$ cat src/rtl/mbrb_pkg.sv
// ============================================================================
// mbrb_pkg: shared types and constants for the rotate blitter
// Register indexes, field widths and the two output colors.
// ============================================================================
package mbrb_pkg;

    localparam int REG_W        = 11;
    localparam int BYTE_W       = 8;
    localparam int ADDR_W       = 19;
    localparam int COLOR_W      = 16;
    localparam int CFG_IDX_W    = 2;
    localparam int PIX_PER_BYTE = 8;
    localparam int SEL_W        = 3;

    localparam logic [CFG_IDX_W-1:0] REG_SOURCE_WIDTH  = 2'd0;
    localparam logic [CFG_IDX_W-1:0] REG_SOURCE_HEIGHT = 2'd1;

    localparam logic [REG_W-1:0] SOURCE_WIDTH_RESET  = 11'd512;
    localparam logic [REG_W-1:0] SOURCE_HEIGHT_RESET = 11'd342;

    localparam logic [COLOR_W-1:0] COLOR_SET   = 16'h0000;
    localparam logic [COLOR_W-1:0] COLOR_CLEAR = 16'hFFFF;

    typedef logic [PIX_PER_BYTE-1:0] pix_mask_t;

endpackage

$ cat src/rtl/mono_bitmap_rotate_blit_top.sv
// ============================================================================
// mono_bitmap_rotate_blit_top: 1bpp bitmap rotate-and-center blitter
// Bytes turn into rotated RGB565 framebuffer writes, one per cycle unless stalled.
// ============================================================================
// Path: a byte accepted into the input register moves to the pixel mask
//   register, and each kept pixel then to the output register.
// Throughput: one pixel beat per cycle while out_ready allows; a byte holds the
//   emitter until its on-panel pixels (up to 8) are out, or passes if it has none.
// Reset: rst_n clears counters, pipeline valids and loads 512 x 342 geometry.
// ============================================================================
module mono_bitmap_rotate_blit_top
    import mbrb_pkg::*;
#(
    parameter int PANEL_WIDTH    = 480,
    parameter int PANEL_HEIGHT   = 640,
    parameter int MAX_SOURCE_DIM = 1024
)
(
    input  logic                 clk,
    input  logic                 rst_n,
    // source byte channel
    input  logic                 in_valid,
    output logic                 in_ready,
    input  logic [BYTE_W-1:0]    pixel_byte,
    // pixel result channel
    output logic                 out_valid,
    input  logic                 out_ready,
    output logic [ADDR_W-1:0]    fb_address,
    output logic [COLOR_W-1:0]   pixel_color,
    output logic                 last_of_byte,
    // configuration write channel
    input  logic                 cfg_valid,
    output logic                 cfg_ready,
    input  logic [CFG_IDX_W-1:0] cfg_index,
    input  logic [REG_W-1:0]     cfg_data
);

    // Largest usable dimension: clamp limit, bounded by what the register holds.
    localparam int DIM_MAX    = (MAX_SOURCE_DIM < 2047) ? MAX_SOURCE_DIM : 2047;
    localparam int ROW_W      = (DIM_MAX > 1) ? $clog2(DIM_MAX) : 1;
    localparam int STRIDE_MAX = (DIM_MAX + 7) / 8;
    localparam int COL_W      = (STRIDE_MAX > 1) ? $clog2(STRIDE_MAX) : 1;
    localparam int STR_W      = REG_W - 2;
    localparam int CW         = REG_W + 1;
    // Signed width for panel coordinates, with headroom for negative offsets.
    localparam int SW = $clog2(PANEL_WIDTH + PANEL_HEIGHT + 2 * DIM_MAX + 16) + 2;

    localparam logic signed [SW-1:0] PW_S   = SW'(PANEL_WIDTH);
    localparam logic signed [SW-1:0] PH_S   = SW'(PANEL_HEIGHT);
    localparam logic signed [SW-1:0] ONE_S  = SW'(1);
    localparam logic signed [SW-1:0] ZERO_S = SW'(0);
    localparam logic [ADDR_W-1:0]    PW_A   = ADDR_W'(PANEL_WIDTH);
    localparam logic [REG_W-1:0]     DIM_MAX_R = REG_W'(DIM_MAX);

    // ------------------------------------------------------------------
    // Configuration registers; writes are always taken, unknown index dropped
    // ------------------------------------------------------------------
    logic [REG_W-1:0] src_w_reg, src_w_next;
    logic [REG_W-1:0] src_h_reg, src_h_next;

    assign cfg_ready = 1'b1;

    always_comb
    begin
        src_w_next = src_w_reg;
        src_h_next = src_h_reg;
        if (cfg_valid)
        begin
            if (cfg_index == REG_SOURCE_WIDTH)
            begin
                src_w_next = cfg_data;
            end
            if (cfg_index == REG_SOURCE_HEIGHT)
            begin
                src_h_next = cfg_data;
            end
        end
    end

    always_ff @(posedge clk or negedge rst_n)
    begin
        if (!rst_n)
        begin
            src_w_reg <= SOURCE_WIDTH_RESET;
            src_h_reg <= SOURCE_HEIGHT_RESET;
        end
        else
        begin
            src_w_reg <= src_w_next;
            src_h_reg <= src_h_next;
        end
    end

    // Clamp: zero acts as one, anything past the limit acts as the limit.
    logic [REG_W-1:0] w_eff;
    logic [REG_W-1:0] h_eff;
    logic [STR_W-1:0] stride;
    logic [REG_W:0]   w_plus7;

    always_comb
    begin
        priority if (src_w_reg == '0)
            w_eff = REG_W'(1);
        else if (int'(src_w_reg) > MAX_SOURCE_DIM)
            w_eff = DIM_MAX_R;
        else
            w_eff = src_w_reg;

        priority if (src_h_reg == '0)
            h_eff = REG_W'(1);
        else if (int'(src_h_reg) > MAX_SOURCE_DIM)
            h_eff = DIM_MAX_R;
        else
            h_eff = src_h_reg;
    end

    // Row stride in bytes, rounded up.
    assign w_plus7 = {1'b0, w_eff} + (REG_W+1)'(7);
    assign stride  = w_plus7[REG_W:3];

    // ------------------------------------------------------------------
    // Source position counters, advanced per accepted byte
    // ------------------------------------------------------------------
    logic [ROW_W-1:0] row_reg, row_next;
    logic [COL_W-1:0] col_reg, col_next;
    logic [ROW_W-1:0] row_eff;
    logic [COL_W-1:0] col_eff;
    logic [ROW_W:0]   row_inc;
    logic [ROW_W:0]   row_p1;
    logic [COL_W:0]   col_p1;
    logic             col_wrap;
    logic             in_fire;

    assign in_fire = in_valid && in_ready;

    always_comb
    begin
        // Normalize first: a column past the stride moves to the next row, a
        // row past the height wraps (only seen after a geometry change).
        col_wrap = CW'(col_reg) >= CW'(stride);
        row_inc  = col_wrap ? ({1'b0, row_reg} + (ROW_W+1)'(1)) : {1'b0, row_reg};
        row_eff  = (CW'(row_inc) >= CW'(h_eff)) ? '0 : row_inc[ROW_W-1:0];
        col_eff  = col_wrap ? '0 : col_reg;

        col_p1 = {1'b0, col_eff} + (COL_W+1)'(1);
        row_p1 = {1'b0, row_eff} + (ROW_W+1)'(1);

        row_next = row_reg;
        col_next = col_reg;
        if (in_fire)
        begin
            if (CW'(col_p1) >= CW'(stride))
            begin
                col_next = '0;
                row_next = (CW'(row_p1) >= CW'(h_eff)) ? '0 : row_p1[ROW_W-1:0];
            end
            else
            begin
                col_next = col_p1[COL_W-1:0];
                row_next = row_eff;
            end
        end
    end

    // ------------------------------------------------------------------
    // Input register: byte with its resolved row and column
    // ------------------------------------------------------------------
    logic              s1_valid_reg, s1_valid_next;
    logic [BYTE_W-1:0] s1_byte_reg;
    logic [ROW_W-1:0]  s1_row_reg;
    logic [COL_W-1:0]  s1_col_reg;
    logic              s1_adv;

    assign in_ready      = !s1_valid_reg || s1_adv;
    assign s1_valid_next = in_fire || (s1_valid_reg && !s1_adv);

    always_ff @(posedge clk or negedge rst_n)
    begin
        if (!rst_n)
        begin
            s1_valid_reg <= 1'b0;
            row_reg      <= '0;
            col_reg      <= '0;
        end
        else
        begin
            s1_valid_reg <= s1_valid_next;
            row_reg      <= row_next;
            col_reg      <= col_next;
        end
    end

    always_ff @(posedge clk)
    begin
        if (in_fire)
        begin
            s1_byte_reg <= pixel_byte;
            s1_row_reg  <= row_eff;
            s1_col_reg  <= col_eff;
        end
    end

    // ------------------------------------------------------------------
    // Placement: rotated column dx, top panel row dy0, keep mask, base address
    // ------------------------------------------------------------------
    logic signed [SW-1:0] h_s, w_s, row_s, col8_s;
    logic signed [SW-1:0] diff_x, diff_y, diff_x_adj, diff_y_adj;
    logic signed [SW-1:0] off_x, off_y, dx, dy0;
    logic signed [SW-1:0] lx_i, dy_i;
    logic                 dx_ok;
    pix_mask_t            keep;
    logic [ADDR_W-1:0]    dy0_u, dx_u, base_addr;
    logic [2*ADDR_W-1:0]  base_prod;

    always_comb
    begin
        h_s    = signed'(SW'(h_eff));
        w_s    = signed'(SW'(w_eff));
        row_s  = signed'(SW'(s1_row_reg));
        col8_s = signed'(SW'({s1_col_reg, 3'b000}));

        // Halve toward zero: bias negative values by one before the shift.
        diff_x     = PW_S - h_s;
        diff_y     = PH_S - w_s;
        diff_x_adj = diff_x + (diff_x[SW-1] ? ONE_S : ZERO_S);
        diff_y_adj = diff_y + (diff_y[SW-1] ? ONE_S : ZERO_S);
        off_x      = diff_x_adj >>> 1;
        off_y      = diff_y_adj >>> 1;

        dx    = off_x + h_s - ONE_S - row_s;
        dy0   = off_y + col8_s;
        dx_ok = (dx >= ZERO_S) && (dx < PW_S);

        keep = '0;
        for (int i = 0; i < PIX_PER_BYTE; i++)
        begin
            lx_i    = col8_s + signed'(SW'(i));
            dy_i    = dy0 + signed'(SW'(i));
            keep[i] = dx_ok && (lx_i < w_s) && (dy_i >= ZERO_S) && (dy_i < PH_S);
        end

        // Address arithmetic is modulo 2^ADDR_W, so a negative dy0 is fine.
        dy0_u     = ADDR_W'(dy0);
        dx_u      = ADDR_W'(dx);
        base_prod = {{ADDR_W{1'b0}}, dy0_u} * {{ADDR_W{1'b0}}, PW_A};
        base_addr = base_prod[ADDR_W-1:0] + dx_u;
    end

    // ------------------------------------------------------------------
    // Emitter: walk the keep mask in increasing lx; while out_ready allows, one pixel a cycle
    // ------------------------------------------------------------------
    pix_mask_t          em_mask_reg, em_mask_next;
    logic [BYTE_W-1:0]  em_byte_reg;
    logic [ADDR_W-1:0]  em_base_reg;
    logic [SEL_W-1:0]   em_sel;
    pix_mask_t          em_rest;
    logic               em_fire;
    logic               em_last;

    logic               out_valid_reg, out_valid_next;
    logic [ADDR_W-1:0]  fb_address_reg;
    logic [COLOR_W-1:0] pixel_color_reg;
    logic               last_reg;

    always_comb
    begin
        em_sel = '0;
        for (int i = PIX_PER_BYTE - 1; i >= 0; i--)
        begin
            if (em_mask_reg[i])
            begin
                em_sel = SEL_W'(i);
            end
        end
        em_rest         = em_mask_reg;
        em_rest[em_sel] = 1'b0;
    end

    assign em_last = (em_rest == '0);
    assign em_fire = (em_mask_reg != '0) && (!out_valid_reg || out_ready);
    // Hand the next byte over once the current one has nothing left to emit.
    assign s1_adv  = s1_valid_reg && ((em_mask_reg == '0) || (em_fire && em_last));

    always_comb
    begin
        em_mask_next = em_mask_reg;
        if (s1_adv)
        begin
            em_mask_next = keep;
        end
        else if (em_fire)
        begin
            em_mask_next = em_rest;
        end
    end

    assign out_valid_next = em_fire || (out_valid_reg && !out_ready);

    always_ff @(posedge clk or negedge rst_n)
    begin
        if (!rst_n)
        begin
            em_mask_reg   <= '0;
            out_valid_reg <= 1'b0;
        end
        else
        begin
            em_mask_reg   <= em_mask_next;
            out_valid_reg <= out_valid_next;
        end
    end

    always_ff @(posedge clk)
    begin
        if (s1_adv)
        begin
            em_byte_reg <= s1_byte_reg;
            em_base_reg <= base_addr;
        end
        if (em_fire)
        begin
            // Pixel lx = col*8 + sel sits at bit 7 - sel of the byte.
            fb_address_reg  <= em_base_reg + ADDR_W'(PW_A * ADDR_W'(em_sel));
            pixel_color_reg <= em_byte_reg[~em_sel] ? COLOR_SET : COLOR_CLEAR;
            last_reg        <= em_last;
        end
    end

    assign out_valid    = out_valid_reg;
    assign fb_address   = fb_address_reg;
    assign pixel_color  = pixel_color_reg;
    assign last_of_byte = last_reg;

    // ------------------------------------------------------------------
    // Assertions
    // ------------------------------------------------------------------
    a_emit_shows: assert property (@(posedge clk) disable iff (!rst_n)
        em_fire |=> out_valid)
        else $error("emitted pixel did not reach the output register");

    a_last_empties: assert property (@(posedge clk) disable iff (!rst_n)
        (em_fire && em_last && !s1_adv) |=> (em_mask_reg == '0))
        else $error("pixel mask not empty after last pixel of byte");

    a_mask_shrinks: assert property (@(posedge clk) disable iff (!rst_n)
        (!s1_adv && (em_mask_reg != '0)) |=> ((em_mask_reg & ~$past(em_mask_reg)) == '0))
        else $error("pixel mask gained bits without a new byte");

    a_adv_needs_room: assert property (@(posedge clk) disable iff (!rst_n)
        (s1_adv && (em_mask_reg != '0)) |-> (em_fire && em_last))
        else $error("byte handed over while pixels still pending");

endmodule
$ cat config.mk
export PLATFORM = sky130hd
export DESIGN_NAME = mono_bitmap_rotate_blit_top
export DESIGN_NICKNAME = d
export VERILOG_FILES = /design/src/rtl/mbrb_pkg.sv /design/src/rtl/mono_bitmap_rotate_blit_top.sv
export SDC_FILE = /design/constraint.sdc
export NUM_CORES = 1
export LEC_CHECK = 0
export BUFFER_PORTS_ARGS = -buffer_cell sky130_fd_sc_hd__buf_2
export CORE_UTILIZATION = 49
export CTS_CLUSTER_DIAMETER = 200
export DETAILED_ROUTE_END_ITERATION = 10
export PLACE_DENSITY = 0.66
export SLEW_MARGIN = 20
export SYNTH_ARGS = -nofsm -noshare
export SYNTH_HDL_FRONTEND = slang
export SYNTH_SLANG_ARGS = --single-unit
export TNS_END_PERCENT = 50
$ cat constraint.sdc
create_clock -name clk -period 13 [get_ports clk]
set_clock_uncertainty 0.15 [all_clocks]
set_input_delay 3.25 -clock clk [delete_from_list [all_inputs] [get_ports clk]]
set_output_delay 3.25 -clock clk [all_outputs]
set_load 0.01 [all_outputs]
==> Word-level counts from Yosys, hierarchy flattened <==
Cells that the tools add are included.
{ "classes": {"muxes": 27, "n_mul": 2, "addsub": 28, "n_bitwise": 3, "eq_ne": 1, "n_lt_le_gt_ge": 35, "reduce_logical": 50} }
{ "op_table": {"columns": ["cell", "n"], "rows": [
  [">= comparator 14 x 1 -> 1 bit, second input constant", 8],
  ["< comparator 14 x 11 -> 1 bit, second input constant", 7],
  ["< comparator 11 bit", 7],
  ["adder 13 x 4 -> 14 bit, second input constant", 4],
  ["two-way mux 11 bit", 5],
  ["adder 10 x 3 -> 11 bit, second input constant", 4],
  ["adder 10 x 1 -> 11 bit, second input constant", 3],
  ["logical AND 1 bit", 32],
  ["two-way mux 10 bit", 3],
  ["adder 13 x 3 -> 14 bit, second input constant", 2],
  ["adder 12 x 2 -> 13 bit", 2],
  ["two-way mux 3 bit", 8],
  ["adder 10 x 2 -> 11 bit, second input constant", 2],
  [">= comparator 11 bit", 2],
  ["greater-than comparator 11 bit, second input constant", 2],
  ["logical NOT 11 bit", 2],
  ["adder 19 x 12 -> 19 bit", 1],
  ["adder 19 bit", 1],
  ["multiplier 19 x 4 -> 14 bit, second input constant", 1],
  ["logical NOT 8 bit", 2],
  ["two-way mux 16 bit", 1],
  ["two-way mux 8 bit", 2],
  ["adder 13 x 2 -> 14 bit, second input constant", 1],
  ["< comparator 14 x 10 -> 1 bit, second input constant", 1],
  ["other kinds (30)", 43]
]} }
{ "word_totals": {"regBits": 137, "wordCells": 161} }

==> Longest topological paths before layout <==
{ "depth": {"word_depth": 21, "mapped_depth": 36} }

==> Worst setup path before layout <==
No wires, ideal clock.
{ "synth_timing": {"kind": "flip-flop to flip-flop", "start": "register src_w_reg[10]", "end": "register em_base_reg[18] (data pin)", "stages_incl_launch_ff": 32, "slack_ns": 4.876, "synth_period_minus_slack_ns": 8.124, "setup_ns": 0.260, "arrival_time_ns": 7.714, "required_ns": 12.590, "cell_sequence": "dfrtp_1 > clkbuf_1 > clkbuf_1 > clkbuf_1 > nor2_1 > inv_1 > ha_1 > buf_4 > or3b_1 > a221oi_2 > nor4b_4 > nand4_2 > xnor2_1 > ha_1 > nor2b_1 > o21a_1 > or2_2 > xor2_1 > inv_1 > fa_1 > inv_1 > fa_1 > ha_1 > a21boi_0 > o21a_1 > nor2_1 > xnor2_1 > ha_1 > or3_1 > o211ai_1 > o21ai_0 > xnor2_1"} }
{ "synth_between": {"elab_chain_cells": 9, "elab_cells_between_ends": 10, "cone_classes": "add/sub: 4; mul: 1; order compare: 1; mux: 3; reduce/logical: 1"} }
{ "synth_lines": {"columns": ["element", "line", "text"], "rows": [
  ["start, declared", "mono_bitmap_rotate_blit_top.sv:58", "logic [REG_W-1:0] src_w_reg, src_w_next;"],
  ["start signal, assigned", "mono_bitmap_rotate_blit_top.sv:89", "src_w_reg <= src_w_next;"],
  ["greater-than comparator 11 bit", "mono_bitmap_rotate_blit_top.sv:104", "else if (int'(src_w_reg) > MAX_SOURCE_DIM)"],
  ["two-way mux 11 bit", "mono_bitmap_rotate_blit_top.sv:104", null],
  ["two-way mux 11 bit (*)", "mono_bitmap_rotate_blit_top.sv:102", "priority if (src_w_reg == '0)"],
  ["subtractor 10 x 11 -> 12 bit (*)", "mono_bitmap_rotate_blit_top.sv:224", "diff_y = PH_S - w_s;"],
  ["two-way mux 1 bit", "mono_bitmap_rotate_blit_top.sv:226", "diff_y_adj = diff_y + (diff_y[SW-1] ? ONE_S : ZERO_S);"],
  ["adder 12 x 2 -> 13 bit (*)", "mono_bitmap_rotate_blit_top.sv:226", null],
  ["adder 12 x 11 -> 13 bit (*)", "mono_bitmap_rotate_blit_top.sv:231", "dy0 = off_y + col8_s;"],
  ["multiplier 19 x 4 -> 14 bit (*)", "mono_bitmap_rotate_blit_top.sv:245", "base_prod = {{ADDR_W{1'b0}}, dy0_u} * {{ADDR_W{1'b0}}, PW_A};"],
  ["adder 19 bit (*)", "mono_bitmap_rotate_blit_top.sv:246", "base_addr = base_prod[ADDR_W-1:0] + dx_u;"],
  ["via base_addr[18]", "mono_bitmap_rotate_blit_top.sv:212", "logic [ADDR_W-1:0] dy0_u, dx_u, base_addr;"],
  ["end signal, assigned", "mono_bitmap_rotate_blit_top.sv:318", "em_base_reg <= base_addr;"],
  ["end, declared", "mono_bitmap_rotate_blit_top.sv:254", "logic [ADDR_W-1:0] em_base_reg;"]
]} }
The timed path passes the listed nets; every way through them passes the cells marked *.
A chain may end at the register's enable or synchronous reset.

==> Worst setup path in the final report <==
{ "layout_timing": {"start": "register src_w_reg[5]", "end": "register em_base_reg[18] (data pin)"} }
The elaborated chain is that of the path after synthesis.

==> flow_summary.yaml <==
timing:
  maxSlewViolCount: 0
  tightest_slew_ns: 0.9684
  fin_crit_ns: 8.702
  period_share: 0.6694
  setup_viol: 0
  final_hold_viol_count: 0
  max_freq_ghz: 0.1149
  fin_setup_tns_ns: 0
  rsz0062_at_grt: "no"
  slew_headroom: 0.3529
logic_synthesis:
  yosysUniqueCellTypes: 88
  ys_ff_latch: 122
  synth_cells: 1296
  synth-edff-count: 73
  yosys_warnings: 0
  synth_area_um2: 11950
  ys.flop_type: "edfxtp_1"
  ys_seq_area_frac: 0.2867
  synth.avg_cell_area_um2: 9.221
  synth.net_count: 1488
  synth-async-reset-ratio: 0.4016
worst_setup_path:
  startpoint_type: "flop"
  critPathSlowestCell: "nor4_2"
  cp_data_arrival_time_ns: 8.72
  criticalPathCategory: "reg2reg"
  cp_num_buf_inv: 4
  critPathCaptureType: "flop"
  worst-path-max-fanout: 12
  required_ns: 13.02
  cpLargestDelayFamily: "simple AND/OR/NAND/NOR gates"
  cpMostUsedCell: "ha_1"
  critPathMaxStageDelay_ns: 0.83
clock_network:
  clock-root-buffer: "clkbuf_16"
  cts_max_path_buffers: 2
  cts.clk_slew.worst_paths_ns: 0.06
  cts-buffers-inserted: 17
  cts_tree: "yes"
  postCtsSetupRepairBufs: 0
  clk_latency_ns: 0.43
  htree_levels: 4
  cts_hold_buf: 0
  cts.sinks: 122
  post_cts_resize_count: 0
die:
  chipWidth_um: 158.2
  die_y_um: 158.2
  dieArea_um2: 25020
  start_util: 0.5046
  num_io_pins: 65
  rows: 56
  core_area_um2: 23680
routing:
  drt-total-wl_um: 28630
  vias: 9520
  wl_met3_um: 1643
  vias_per_cell: 5.704
  initialDrtViolationCount: 610
  route.detailed.drc: 0
  wl_met1_um: 12830
  wl_per_cell_um: 17.16
  ant_nets: 0
  top_layer: "met4"
  first_pass_iters: 5
  met2_length_um: 13630
final_layout:
  final_cell_mix: "ha_1, inv_1, nor2_1"
  mostFrequentLayoutCell: "ha_1"
  layout-drive-gt1-share: 0.1289
  stdcell_area_um2: 13070
  area_growth_pct: 9.350
  nets: 1529
  n_antenna_cell: 0
global_routing:
  antenna_found_initial: 0
  grt_pass1_vias: 9451
  grt_start_max_net_pins: 50
  grt_overflow: 0
  track_usage: 0.2432
  grt_pass1_wl_um: 47170
placed_design:
  placed_area_um2: 12480
  gp_congestion: 0.9339
  portBuffers: 63
  dp_hpwl_um: 22870
run:
  maxCapViolCount: 0
outcome:
  status: "finished clean"
worst_hold_path:
  hp-class: "reg2reg"
## through the flow
stage / setup slack, ns / utilization / instances / hold WS (ns)
2_1_floorplan: 4.876 / - / 1296 / 0.2503
3_3_place_gp: 4.485 / 0.5269 / 1637 / 0.2514
3_5_place_dp: 4.394 / 0.5269 / 1637 / 0.2561
4_1_cts: 4.395 / 0.5518 / 1669 / 0.2682
5_1_grt: 3.783 / 0.5518 / 1669 / 0.2681
6_report: 4.298 / 0.5518 / 1669 / 0.2689
## worst paths after layout
check | cells past startpoint | slack (ns) | end | from
max in group asynchronous | 2 | 9.44 | em_mask_reg[7]$_DFFE_PN0P_ | rst_n
worst min-delay path | 0 | 0.27 | fb_address[3]$_DFFE_PP_ | em_base_reg[3]$_DFFE_PP_
worst max-delay path | 30 | 4.30 | em_base_reg[18]$_DFFE_PP_ | src_w_reg[5]$_DFFE_PN0P_
worst max register to register | 30 | 4.30 | em_base_reg[18]$_DFFE_PP_ | src_w_reg[5]$_DFFE_PN0P_
min in group asynchronous | 2 | 2.78 | row_reg[5]$_DFFE_PN0P_ | rst_n
worst min register to register | 0 | 0.27 | fb_address[3]$_DFFE_PP_ | em_base_reg[3]$_DFFE_PP_
## synthesized netlist by cell type, drive strengths merged, types with 7 or more instances
| master | instances | area (µm²) |
|---|---|---|
| ha | 128 | 1602 |
| inv | 119 | 446.7 |
| nor2 | 98 | 367.9 |
| nand2 | 86 | 325.3 |
| xnor2 | 85 | 744.5 |
| a21oi | 78 | 394.1 |
| edfxtp | 73 | 2192 |
| o21ai | 57 | 292.8 |
| dfrtp | 43 | 1076 |
| xor2 | 39 | 341.6 |
| fa | 38 | 760.7 |
| nand3 | 37 | 185.2 |
| nor3 | 33 | 181.4 |
| clkbuf | 30 | 112.6 |
| nand2b | 30 | 190.2 |
| buf | 25 | 192.7 |
| mux2 | 25 | 281.5 |
| nor2b | 24 | 150.1 |
| a21o | 21 | 157.7 |
| and3 | 15 | 93.84 |
| nand4 | 15 | 100.1 |
| a211oi | 14 | 115.1 |
| o21a | 14 | 105.1 |
| o31ai | 14 | 105.1 |
| a31oi | 12 | 75.07 |
| nor4 | 11 | 81.32 |
| and2 | 10 | 62.56 |
| a22o | 7 | 61.31 |
| o211ai | 7 | 52.55 |
## final cells by class
class,instances,area [µm²]
fill,2163,10620
multi-input combinational,1000,7787
sequential,122,3426
inverter,119,446.7
clock buffer,17,425.4
timing repair buffer,77,420.4
tap,319,399.1
clock inverter,15,162.7
## worst reg2reg max path: cells and delay by family (launching register included)
kind            cells  cell delay [ns]
simple gates        9             2.62
fa+ha+maj           6             2.32
compound gates      7             1.71
buf+inv             4             0.59
xor+xnor            4             0.57
flops               1             0.47
## cell families after synthesis
family,count (synthesis),synth area share
mux,31,0.02858
buf+inv,174,0.06292
compound gates,282,0.1607
fa+ha+maj,166,0.1977
flops,122,0.2867
simple gates,396,0.1722
xor+xnor,124,0.09088
other cells,1,0.0003138
## metal layers
metal,vias to the layer above,GRT usage
met3,46,0.03394
li1,4667,-
met4,0,0.06822
met2,286,0.4154
met5,-,0
met1,4521,0.3197
Power is left out: the tool's default activity adds up to more than one toggle a clock period on the data nets, which glitch-free logic cannot reach.
